===== src/rtl/core/vfb_pkg.sv =====
// Shared types and codes for the voxel frame buffer.
`timescale 1ns / 1ps
`default_nettype none

package vfb_pkg;

   localparam logic [2:0] OP_BLEND      = 3'd0;
   localparam logic [2:0] OP_CLEAR_CELL = 3'd1;
   localparam logic [2:0] OP_READ       = 3'd2;
   localparam logic [2:0] OP_CLEAR_ALL  = 3'd3;
   localparam logic [2:0] OP_SHIFT      = 3'd4;

   localparam logic [1:0] AXIS_X = 2'd0;
   localparam logic [1:0] AXIS_Y = 2'd1;
   localparam logic [1:0] AXIS_Z = 2'd2;

   localparam int COLOR_W = 24;

   typedef struct packed {
      logic [2:0] opcode;
      logic [2:0] coord_x;
      logic [2:0] coord_y;
      logic [2:0] coord_z;
      logic [7:0] red_in;
      logic [7:0] green_in;
      logic [7:0] blue_in;
      logic [1:0] shift_axis;
      logic       shift_toward_low;
   } vfb_req_type;

   typedef struct packed {
      logic [7:0] red_out;
      logic [7:0] green_out;
      logic [7:0] blue_out;
      logic       read_valid;
   } vfb_rsp_type;

endpackage

`default_nettype wire


===== src/rtl/core/vfb_ram.sv =====
// Simple dual-port color memory with one write port and a registered read port.
`timescale 1ns / 1ps
`default_nettype none

module vfb_ram #(
   parameter int DEPTH = 64,
   parameter int AW    = 6,
   parameter int DW    = 24
) (
   input  wire logic          clock,
   input  wire logic          wr_en,
   input  wire logic [AW-1:0] wr_addr,
   input  wire logic [DW-1:0] wr_data,
   input  wire logic          rd_en,
   input  wire logic [AW-1:0] rd_addr,
   output logic [DW-1:0]      rd_data
);

   logic [DW-1:0] mem [DEPTH];
   logic [DW-1:0] rd_data_ff;

   always_ff @(posedge clock) begin
      if (wr_en) begin
         mem[wr_addr] <= wr_data;
      end
      if (rd_en) begin
         rd_data_ff <= mem[rd_addr];
      end
   end

   assign rd_data = rd_data_ff;

endmodule

`default_nettype wire


===== src/rtl/core/voxel_frame_buffer.sv =====
// Top level of the voxel frame buffer: command decode, sequencer and result register.
`timescale 1ns / 1ps
`default_nettype none

// The block stores a cube of SIDE x SIDE x SIDE voxels of 24-bit RGB color in one
// synchronous memory and executes one command transaction at a time. For blend,
// clear cell and read, the cell is read from memory at the accepting edge and the
// modified word is written back in the following cycle. Clear all walks the memory
// one word per cycle. A shift copies each cell with a read followed by a write over
// the single memory, then blackens the vacated plane one word per cycle; a shift on
// axis 3 is a no-op. After reset the block clears the memory to black and holds
// req_ready low during that pass. A result waits in an output register, so the next
// command is taken while an earlier result is still pending; only a second result
// that finds the register full waits in res_ff until rsp_ready frees it.
// Every command returns exactly one result transaction; only a read inside the cube
// returns a color and read_valid set.
module voxel_frame_buffer
   import vfb_pkg::*;
#(
   parameter int SIDE = 4
) (
   input  wire logic        clock,
   input  wire logic        reset,
   input  wire logic        req_valid,
   output logic             req_ready,
   input  wire vfb_req_type req_data,
   output logic             rsp_valid,
   input  wire logic        rsp_ready,
   output vfb_rsp_type      rsp_data
);

   localparam int CELLS = SIDE * SIDE * SIDE;
   localparam int AW    = $clog2(CELLS);
   localparam int CW    = $clog2(SIDE);
   localparam logic [AW-1:0] LAST_CELL  = AW'(CELLS - 1);
   localparam logic [CW-1:0] LAST_COORD = CW'(SIDE - 1);
   localparam logic [3:0]    SIDE_W     = 4'(SIDE);

   typedef enum logic [2:0] {
      S_INIT,
      S_IDLE,
      S_CELL,
      S_CLR,
      S_SHRD,
      S_SHWR,
      S_DONE
   } state_type;

   // Linear word address of cell (x,y,z).
   function automatic logic [AW-1:0] cell_addr(input logic [CW-1:0] x,
                                                input logic [CW-1:0] y,
                                                input logic [CW-1:0] z);
      logic [AW-1:0] side_a;
      side_a = AW'(SIDE);
      return AW'((AW'(x) * side_a + AW'(y)) * side_a + AW'(z));
   endfunction

   // Address of the cell at plane p along the axis, other coordinates u and v.
   function automatic logic [AW-1:0] plane_addr(input logic [1:0]    axis,
                                                input logic [CW-1:0] p,
                                                input logic [CW-1:0] u,
                                                input logic [CW-1:0] v);
      logic [AW-1:0] a;
      case (axis)
         AXIS_X:  a = cell_addr(p, u, v);
         AXIS_Y:  a = cell_addr(u, p, v);
         default: a = cell_addr(u, v, p);
      endcase
      return a;
   endfunction

   function automatic logic [7:0] sat_add(input logic [7:0] a, input logic [7:0] b);
      logic [8:0] s;
      s = {1'b0, a} + {1'b0, b};
      return s[8] ? 8'hFF : s[7:0];
   endfunction

   state_type     state_ff;
   vfb_req_type   req_ff;
   logic [AW-1:0] addr_ff;
   logic          inside_ff;
   logic [AW-1:0] clr_ff;
   logic [CW-1:0] dst_ff;
   logic [CW-1:0] u_ff;
   logic [CW-1:0] v_ff;
   vfb_rsp_type   res_ff;
   logic          rsp_valid_ff;
   vfb_rsp_type   rsp_data_ff;

   logic          accept;
   logic          slot_free;
   logic          req_inside;
   logic [AW-1:0] req_addr;
   logic [CW-1:0] src_plane;
   logic [CW-1:0] end_plane;
   logic          uv_last;
   logic          on_end_plane;
   logic [AW-1:0] dst_addr;
   logic [AW-1:0] src_addr;
   vfb_rsp_type   cell_rsp;
   logic [COLOR_W-1:0] blend_word;

   logic               ram_we;
   logic [AW-1:0]      ram_waddr;
   logic [COLOR_W-1:0] ram_wdata;
   logic               ram_re;
   logic [AW-1:0]      ram_raddr;
   logic [COLOR_W-1:0] ram_rdata;

   assign req_ready = (state_ff == S_IDLE);
   assign accept    = req_valid && req_ready;
   assign slot_free = !rsp_valid_ff || rsp_ready;
   assign rsp_valid = rsp_valid_ff;
   assign rsp_data  = rsp_data_ff;

   assign req_inside = ({1'b0, req_data.coord_x} < SIDE_W) &&
                       ({1'b0, req_data.coord_y} < SIDE_W) &&
                       ({1'b0, req_data.coord_z} < SIDE_W);
   assign req_addr = req_inside ? cell_addr(req_data.coord_x[CW-1:0],
                                            req_data.coord_y[CW-1:0],
                                            req_data.coord_z[CW-1:0]) : '0;

   // Shift walk: dst_ff steps plane by plane toward the side that is vacated.
   assign src_plane    = req_ff.shift_toward_low ? dst_ff + 1'b1 : dst_ff - 1'b1;
   assign end_plane    = req_ff.shift_toward_low ? LAST_COORD : '0;
   assign uv_last      = (u_ff == LAST_COORD) && (v_ff == LAST_COORD);
   assign on_end_plane = (dst_ff == end_plane);
   assign dst_addr     = plane_addr(req_ff.shift_axis, dst_ff, u_ff, v_ff);
   assign src_addr     = plane_addr(req_ff.shift_axis, src_plane, u_ff, v_ff);

   assign blend_word = {sat_add(ram_rdata[23:16], req_ff.red_in),
                        sat_add(ram_rdata[15:8], req_ff.green_in),
                        sat_add(ram_rdata[7:0], req_ff.blue_in)};

   always_comb begin
      cell_rsp = '0;
      if ((req_ff.opcode == OP_READ) && inside_ff) begin
         cell_rsp.red_out    = ram_rdata[23:16];
         cell_rsp.green_out  = ram_rdata[15:8];
         cell_rsp.blue_out   = ram_rdata[7:0];
         cell_rsp.read_valid = 1'b1;
      end
   end

   // Memory port control. Reads and writes never fall in the same cycle.
   always_comb begin
      ram_we    = 1'b0;
      ram_waddr = '0;
      ram_wdata = '0;
      ram_re    = 1'b0;
      ram_raddr = '0;
      unique case (state_ff)
         S_IDLE: begin
            ram_re    = accept;
            ram_raddr = req_addr;
         end
         S_CELL: begin
            ram_waddr = addr_ff;
            if (inside_ff && (req_ff.opcode == OP_BLEND)) begin
               ram_we    = 1'b1;
               ram_wdata = blend_word;
            end else if (inside_ff && (req_ff.opcode == OP_CLEAR_CELL)) begin
               ram_we = 1'b1;
            end
         end
         S_INIT, S_CLR: begin
            ram_we    = 1'b1;
            ram_waddr = clr_ff;
         end
         S_SHRD: begin
            if (on_end_plane) begin
               ram_we    = 1'b1;
               ram_waddr = dst_addr;
            end else begin
               ram_re    = 1'b1;
               ram_raddr = src_addr;
            end
         end
         S_SHWR: begin
            ram_we    = 1'b1;
            ram_waddr = dst_addr;
            ram_wdata = ram_rdata;
         end
         default: begin
         end
      endcase
   end

   vfb_ram #(
      .DEPTH (CELLS),
      .AW    (AW),
      .DW    (COLOR_W)
   ) u_ram (
      .clock   (clock),
      .wr_en   (ram_we),
      .wr_addr (ram_waddr),
      .wr_data (ram_wdata),
      .rd_en   (ram_re),
      .rd_addr (ram_raddr),
      .rd_data (ram_rdata)
   );

   always_ff @(posedge clock) begin
      if (reset) begin
         state_ff     <= S_INIT;
         clr_ff       <= '0;
         rsp_valid_ff <= 1'b0;
      end else begin
         if (rsp_ready) begin
            rsp_valid_ff <= 1'b0;
         end
         unique case (state_ff)
            S_INIT: begin
               clr_ff <= clr_ff + 1'b1;
               if (clr_ff == LAST_CELL) begin
                  state_ff <= S_IDLE;
               end
            end
            S_IDLE: begin
               if (accept) begin
                  req_ff    <= req_data;
                  addr_ff   <= req_addr;
                  inside_ff <= req_inside;
                  clr_ff    <= '0;
                  u_ff      <= '0;
                  v_ff      <= '0;
                  dst_ff    <= req_data.shift_toward_low ? '0 : LAST_COORD;
                  unique case (req_data.opcode)
                     OP_CLEAR_ALL: state_ff <= S_CLR;
                     OP_SHIFT: begin
                        if (req_data.shift_axis == AXIS_X ||
                            req_data.shift_axis == AXIS_Y ||
                            req_data.shift_axis == AXIS_Z) begin
                           state_ff <= S_SHRD;
                        end else begin
                           state_ff <= S_CELL;
                        end
                     end
                     default: state_ff <= S_CELL;
                  endcase
               end
            end
            S_CELL: begin
               if (slot_free) begin
                  rsp_valid_ff <= 1'b1;
                  rsp_data_ff  <= cell_rsp;
                  state_ff     <= S_IDLE;
               end else begin
                  res_ff   <= cell_rsp;
                  state_ff <= S_DONE;
               end
            end
            S_CLR: begin
               clr_ff <= clr_ff + 1'b1;
               if (clr_ff == LAST_CELL) begin
                  res_ff   <= '0;
                  state_ff <= S_DONE;
               end
            end
            S_SHRD: begin
               if (on_end_plane) begin
                  if (uv_last) begin
                     res_ff   <= '0;
                     state_ff <= S_DONE;
                  end else if (v_ff == LAST_COORD) begin
                     v_ff <= '0;
                     u_ff <= u_ff + 1'b1;
                  end else begin
                     v_ff <= v_ff + 1'b1;
                  end
               end else begin
                  state_ff <= S_SHWR;
               end
            end
            S_SHWR: begin
               state_ff <= S_SHRD;
               if (v_ff == LAST_COORD) begin
                  v_ff <= '0;
                  if (u_ff == LAST_COORD) begin
                     u_ff   <= '0;
                     dst_ff <= req_ff.shift_toward_low ? dst_ff + 1'b1 : dst_ff - 1'b1;
                  end else begin
                     u_ff <= u_ff + 1'b1;
                  end
               end else begin
                  v_ff <= v_ff + 1'b1;
               end
            end
            S_DONE: begin
               if (slot_free) begin
                  rsp_valid_ff <= 1'b1;
                  rsp_data_ff  <= res_ff;
                  state_ff     <= S_IDLE;
               end
            end
            default: state_ff <= S_IDLE;
         endcase
      end
   end

   // The single memory is never read and written in the same cycle.
   a_no_rw_overlap: assert property (@(posedge clock) disable iff (reset)
      !(ram_we && ram_re))
      else $error("memory read and write issued together");

   // A result on the output holds, unchanged, until it is taken.
   a_rsp_held: assert property (@(posedge clock) disable iff (reset)
      (rsp_valid_ff && !rsp_ready) |=> (rsp_valid_ff && $stable(rsp_data_ff)))
      else $error("result dropped or changed before it was taken");

   // One transaction at a time: no new command right after one is accepted.
   a_one_in_flight: assert property (@(posedge clock) disable iff (reset)
      accept |=> !req_ready)
      else $error("command accepted while another is in progress");

   // The clearing pass after reset never produces a result.
   a_init_silent: assert property (@(posedge clock) disable iff (reset)
      (state_ff == S_INIT) |=> !$rose(rsp_valid_ff))
      else $error("result produced during the clearing pass");

endmodule

`default_nettype wire


===== config.mk =====
export PLATFORM = sky130hd
export DESIGN_NAME = voxel_frame_buffer
export DESIGN_NICKNAME = d
export VERILOG_FILES = /design/src/rtl/core/vfb_pkg.sv /design/src/rtl/core/vfb_ram.sv /design/src/rtl/core/voxel_frame_buffer.sv
export SDC_FILE = /design/constraint.sdc
export NUM_CORES = 2
export LEC_CHECK = 0
export BUFFER_PORTS_ARGS = -buffer_cell sky130_fd_sc_hd__buf_2
export CORE_MARGIN = 1
export CORE_UTILIZATION = 55
export DETAILED_ROUTE_END_ITERATION = 12
export PLACE_DENSITY_LB_ADDON = 0.15
export SYNTH_ARGS = -nofsm -noshare
export SYNTH_HDL_FRONTEND = slang
export SYNTH_HIERARCHICAL = 1
export SYNTH_SLANG_ARGS = --single-unit
export TNS_END_PERCENT = 1

===== constraint.sdc =====
create_clock -name clock -period 6.9 [get_ports clock]
set_clock_uncertainty 0.2 [all_clocks]
set_input_delay 0.345 -clock clock [delete_from_list [all_inputs] [get_ports clock]]
set_output_delay 0.345 -clock clock [all_outputs]
set_load 0.005 [all_outputs]

# Word level (Yosys, flattened, before mapping)

Memories as Yosys holds them, arrays and structs flattened. A register that Yosys moved wholly into a read port is not among the register bits.
Index checks and enable logic that the tools add are counted.
W data, S select, Z words.

Register bits: 103
RAM bits: 1536
Input port bits: 43
Output and inout port bits: 27
Logic and storage cells: 171
Memories: 1

Memories:

| name      | depth | width | read ports | clocked after Yosys merged registers in | write ports | RTL line      | text |
|---|---|---|---|---|---|---|---|
| u_ram.mem | 64    | 24    | 1          | 1                                       | 1           | vfb_ram.sv:19 | `logic [DW-1:0] mem [DEPTH];` |

$add $sub $neg: 21
$lt $le $gt $ge: 3
Equality and inequality tests: 30
Multiplexer cells: 62
Bitwise gates (word level): 1
Reduce and logical (&&, ||, !) cells: 31

Operators by type and width:

| operator             | count |
|---|---|
| $mux W25             | 7 |
| $pmux W25 S3         | 1 |
| $pmux W25 S2         | 1 |
| $pmux W24 S2         | 1 |
| $pmux W6 S2          | 4 |
| $add A6 B2 Y6        | 7 |
| $mux W2              | 15 |
| $add A8 B8 Y9        | 3 |
| $add A4 B2 Y4        | 6 |
| $mux W24             | 1 |
| $mux W3              | 8 |
| $mux W6              | 4 |
| $mux W8              | 3 |
| $pmux W6 S4          | 1 |
| $ne A2 B2 Y1 const B | 11 |
| $pmux W3 S7          | 1 |
| $reduce_and A5 Y1    | 3 |
| $eq A3 B2 Y1 const B | 4 |
| $eq A3 B3 Y1 const B | 4 |
| $pmux W2 S3          | 2 |
| $lt A3 B3 Y1 const B | 3 |
| $mux W1              | 9 |
| $logic_and A1 B1 Y1  | 7 |
| $reduce_and A7 Y1    | 1 |
| other kinds (27)     | 41 |

# Depth between registers and ports, before layout

Depth after elaboration: 7
Depth in mapped cells: 14
Depth with buffers taken out: 10

# Modules after synthesis

The synthesis kept the hierarchy.

By module, submodules not included:

| module             | times used | cells each | area an instance (sq um) | sequential area each (sq um) |
|---|---|---|---|---|
| vfb_ram            | 1          | 2674       | 59539.6                  | 46844.9 |
| voxel_frame_buffer | 1          | 576        | 5925.7                   | 2992.9 |

# Worst setup path after synthesis

OpenSTA, ideal clock, no wires.

Kind: register to register
From: register u_ram.rd_data_ff[8], in the netlist u_ram/rd_data[8], read port of u_ram.mem
To: memory u_ram.mem[0][12] (data pin)
Library setup time: 702 ps
Arrival time: 4089 ps
Data required time: 5998 ps
Path slack: 1909 ps
Stages on the path, launching flop included: 8
Buffers on the path: 0
Clock period less this slack: 4991 ps
Cell sequence: edfxtp_1 ha_1 fa_1 a21o_1 a21oi_1 xnor2_1 nor3_1 o21ai_0

Word-level cells in the longest chain between the ends: 4

RTL lines:

| item              | RTL line                  | text |
|---|---|---|
| start, declared   | vfb_ram.sv:20             | `logic [DW-1:0] rd_data_ff;` |
| $add A8 B8 Y9     | voxel_frame_buffer.sv:74  | `s = {1'b0, a} + {1'b0, b};` |
| $mux W8           | voxel_frame_buffer.sv:75  | `return s[8] ? 8'hFF : s[7:0];` |
| $mux W24          | voxel_frame_buffer.sv:159 | `if (inside_ff && (req_ff.opcode == OP_BLEND)) begin` |
| $pmux W24 S2      | voxel_frame_buffer.sv:152 | `unique case (state_ff)` |
| net ram_wdata[12] | voxel_frame_buffer.sv:105 | `logic [COLOR_W-1:0] ram_wdata;` |
| end, declared     | vfb_ram.sv:19             |  |

The timed path passes the listed nets, and every way through them passes these cells.

# Worst setup path in the final report

From: register state_ff[2]
To: register u_ram.rd_data_ff[4], in the netlist u_ram/rd_data[4], read port of u_ram.mem (data pin)

Elaborated cells on any way between the ends: 5
Classes of those cells: eq/ne: 2; mux: 2; reduce/logical: 1

RTL lines:

| item                                                | RTL line                  | text |
|---|---|---|
| start, declared                                     | voxel_frame_buffer.sv:78  | `state_type state_ff;` |
| start signal, assigned                              | voxel_frame_buffer.sv:205 | `state_ff <= S_INIT;` |
| start signal, assigned                              | voxel_frame_buffer.sv:216 | `state_ff <= S_IDLE;` |
| start signal, assigned                              | voxel_frame_buffer.sv:229 | `OP_CLEAR_ALL: state_ff <= S_CLR;` |
| $eq A3 B3 Y1 / $eq A3 B1 Y1 (equally long branches) | voxel_frame_buffer.sv:152 |  |
| $pmux W6 S2 (*)                                     | voxel_frame_buffer.sv:152 |  |
| net ram_raddr[0]                                    | voxel_frame_buffer.sv:107 | `logic [AW-1:0] ram_raddr;` |

The timed path passes the listed nets; every way through them passes the cells marked *.
A chain may end at the register's enable or synchronous reset.

==> impl_metrics.py <==
metrics = {
    "floorplanning": {
        "fp.dieArea_um2": 120000,
        "chipWidth_um": 347,
        "io-pin-count": 70,
        "die_height_um": 347,
        "initial_core_util_pct": 55.4,
        "fp-row-count": 126,
        "design.core.area_um2": 118000,
    },
    "place": {
        "hpwl_reported_at_the_end_of_detailed_placement_um": 98300,
        "gp_congestion": 0.874,
        "numPortBuffers": 69,
        "placed_cells": 4768,
    },
    "global_routing": {
        "number_of_global_route_vias_before_repair": 33700,
        "grt-ovfl-total": 0,
        "wire_length_of_the_first_global_routing_pass_um": 243000,
        "groute.usage.overall_pct": 28.5,
        "grt_antenna_before_repair": 7,
        "largest_net_degree_at_the_start_of_global_routing": 133,
    },
    "pwr": {
        "pwr_density_cell_nw_per_um2": 280,
        "switching_power_as_a_share_of_total_power_pct": 20.9,
        "net_switching_mw": 4.32,
        "max-vdd-ir-drop_mv": 0.264,
        "power_frac_seq_pct": 54.3,
        "p_int_mw": 16.3,
        "share_clk_of_total_power_pct": 41.6,
        "power.leakage_nw": 20.7,
        "p_comb_share_pct": 4.1,
    },
    "finish": {
        "areaGrowthSynthToFinish_pct": 12.6,
        "final_cell_count_no_fill": 5106,
        "layout.nets": 3515,
        "seqCellArea_um2": 49800,
        "multi_input_comb_area_um2": 15200,
        "n_fill_cell": 7928,
        "utilization_pct": 62.4,
        "drive_gt1_share_pct": 24.0,
    },
    "clock_tree": {
        "post_cts_buffers": 0,
        "clk_pin_slew_worst_paths_ns": 0.06,
        "cts-htree-levels": 4,
        "cts.repair.resized": 0,
        "worst_skew_pair.late_latency_ns": 0.78,
        "cts_buffers": 166,
        "tritoncts_clock_tree": "done",
        "numClockSinks": 1663,
        "clock_tree.buffer_depth": 3,
        "cts-root-buf": "clkbuf_16",
    },
    "timing": {
        "period_minus_slack_ns": 5.33,
        "fmaxAchievable_ghz": 0.188,
        "slew_limit_headroom_pct": 15.0,
        "setup_total_negative_slack_ns": 0,
        "timing_worst_slew_pin_value_ns": 1.27,
        "unrepaired_setup_endpoints_after_global_routing": "false",
        "timing.final.max_slew_violations": 0,
        "finalHoldViolations": 0,
        "setup_viol": 0,
        "final.period_utilization_pct": 77.2,
    },
    "critical_path": {
        "timing.critical_path.from_type": "register",
        "cp_endpoint_kind": "register",
        "path_max_fanout": 64,
        "critical_path_class": "reg -> reg",
        "cp.required_ns": 7.20,
        "critPathArrivalTime_ns": 5.62,
    },
    "logic_synthesis": {
        "synth-seq-area-share_pct": 76.1,
        "synth_top_family_by_area": "multiplexers",
        "synth_adder_area_share_pct": 0.627,
        "synth_async_sr_flop_share_pct": 0,
        "synth-xor-area-share_pct": 0.214,
        "distinct_cells_synth": 72,
        "synth_nets": 3324,
        "ys.warnings.count": 6,
        "compound_gate_fraction_of_synth_area_pct": 3.89,
        "synth.area.mux_share_pct": 14.0,
        "simple_gate_share_of_the_synthesized_area_pct": 3.64,
        "ys_ff_latch": 1663,
        "syn-mean-instance-area_um2": 20.1,
        "ys_dominant_reg_cell": "edfxtp_1",
        "synth_edf_count": 1653,
        "number_of_cells_produced_by_synthesis": 3250,
        "synth.cell_area_um2": 65500,
    },
    "route": {
        "avgViaCountPerCell": 6.70,
        "drt_pass1_iterations": 6,
        "drc_errors": 0,
        "drtIter0Drc": 4943,
        "post_dr_wirelength_cell_um": 33.3,
        "overall_via_count_from_detail_route": 34200,
        "routed_wl_um": 170000,
        "routed_antenna_nets": 0,
    },
    "run": {
        "max_cap_viol_count": 0,
    },
    "hold_path": {
        "timing.hold.worst.class": "in -> reg",
    },
    "status": {
        "run_status": "completed",
    },
}
## metal layers
metal	GRT usage, %	share of wire [%]	vias to the layer above
met4	9.23	3.0	0
met3	6.10	11	259
li1	-	-	13900
met2	43.3	46	1970
met1	41.8	40	18100
met5	0	0	-
## power by group through the flow
stage | clock, mW | combinational [mW] | sequential (mW)
finish | 8.58 | 0.848 | 11.2
global route | 9.06 | 0.887 | 11.2
CTS | 8.69 | 0.831 | 11.2
detailed placement | 0 | 0.809 | 11.4
global placement | 0 | 0.794 | 11.4
floorplan | 0 | 0.466 | 11.4
## cell type report
class,instances,area share [%]
tap,1536,2.61
antenna,1,0.00340
inverter,8,0.0407
timing repair buffer,196,2.09
clock inverter,88,1.02
multi-input combinational,1406,20.7
sequential,1663,67.6
clock buffer,208,5.94
## layout by cell type (no fill, tap or decap), types with 12 or more instances in the layout
cell,n
buf_4,75
a22oi_1,37
nor2_2,18
clkinv_1,50
nor3_2,13
a21oi_1,25
mux4_2,336
clkbuf_1,39
a221oi_1,60
clkbuf_16,169
o21a_1,13
nand3_1,22
ha_1,28
mux2i_1,128
nand4_1,14
o22ai_1,45
dlygate4sd3_1,41
nand2_1,184
and2_1,38
o21ai_0,62
a31oi_1,16
clkinv_2,18
mux2_2,30
nor2_4,40
nor2b_1,15
or3_1,15
a21o_1,12
edfxtp_1,1653
nor2_1,74
buf_2,69
## per-stage QoR
stage | hold slack [ns] | area [µm²] | total power, mW | setup WS [ns]
2_1_floorplan | 0.244 | 65500 | 11.8 | 1.91
3_3_place_gp | 0.309 | 68200 | 12.2 | 1.75
3_5_place_dp | 0.309 | 68200 | 12.2 | 1.70
4_1_cts | 0.0489 | 73700 | 20.7 | 1.70
5_1_grt | 0.0899 | 73700 | 21.1 | 1.50
6_report | 0.0886 | 73700 | 20.6 | 1.57
## critical path, stage by stage (launching register included)
cell and delay, ns:
dfxtp_1 0.73, or3b_2 0.56, or2_2 0.40, o2bb2ai_4 0.61, buf_12 0.45, buf_12 0.31, mux4_2 0.54, nand2_1 0.08
nand2_1 0.20, o22ai_1 0.70, o21ai_1 0.14
## worst paths after layout
kind                            slack, ns                to  cells after the start    startpoint
worst max-delay path                 1.57  u_ram/rd_data[4]                     10   state_ff[2]
worst min-delay path                 0.09        req_ff[19]                      2  req_data[19]
worst max register to register       1.57  u_ram/rd_data[4]                     10   state_ff[2]
worst min register to register       0.32      rsp_data[17]                      2    res_ff[17]
## cells in the mapped netlist (10+ instances only)
master	n	area share, %
nor2_1	132	0.76
o21a_1	14	0.16
a22oi_1	37	0.42
o21ai_0	68	0.52
mux2i_1	128	2.0
buf_2	42	0.32
edfxtp_1	1653	76
a31oi_1	16	0.15
and2_1	38	0.36
or3_1	15	0.14
o22ai_1	45	0.43
nand4_1	14	0.13
a21oi_1	25	0.19
dfxtp_1	10	0.31
o221a_2	11	0.19
a21o_1	13	0.15
mux4_2	336	12
a32oi_1	11	0.15
mux2_2	30	0.52
nor3_1	22	0.17
nor2b_1	15	0.14
nand2b_1	11	0.11
ha_1	28	0.54
buf_4	20	0.23
nand2_1	194	1.1
clkbuf_1	72	0.41
buf_6	21	0.36
a221oi_1	60	0.80
buf_1	18	0.10
nand3_1	26	0.20
## kinds of logic (layout without fill, tap and decap cells)
logic type / after synthesis / count (layout)
AOI/OAI and AO/OA: 358 / 358
xor gates and xnor gates: 16 / 16
adders and majority gates: 31 / 31
buffers and inverters: 181 / 500
DFF: 1663 / 1663
muxes: 494 / 494
other: 0 / 1
and+or+nand+nor: 507 / 507
## state kept, by name, indices dropped and copies added, names as in the netlist
name,count
clr_ff,6
u_ram/rd_data,24
req_ff,30
u_ram/mem,1536
res_ff,25
addr_ff,6
rsp_data,25
dst_ff,2
u_ff,2
rsp_valid,1
v_ff,2
inside_ff,1
state_ff,3
## timing repair
item                                    CTS  global route
hold buffers                             41             0
hold endpoints to repair                 55             0
endpoints found under the setup margin    0             0
No activity file was read; power rests on OpenSTA's default activity.
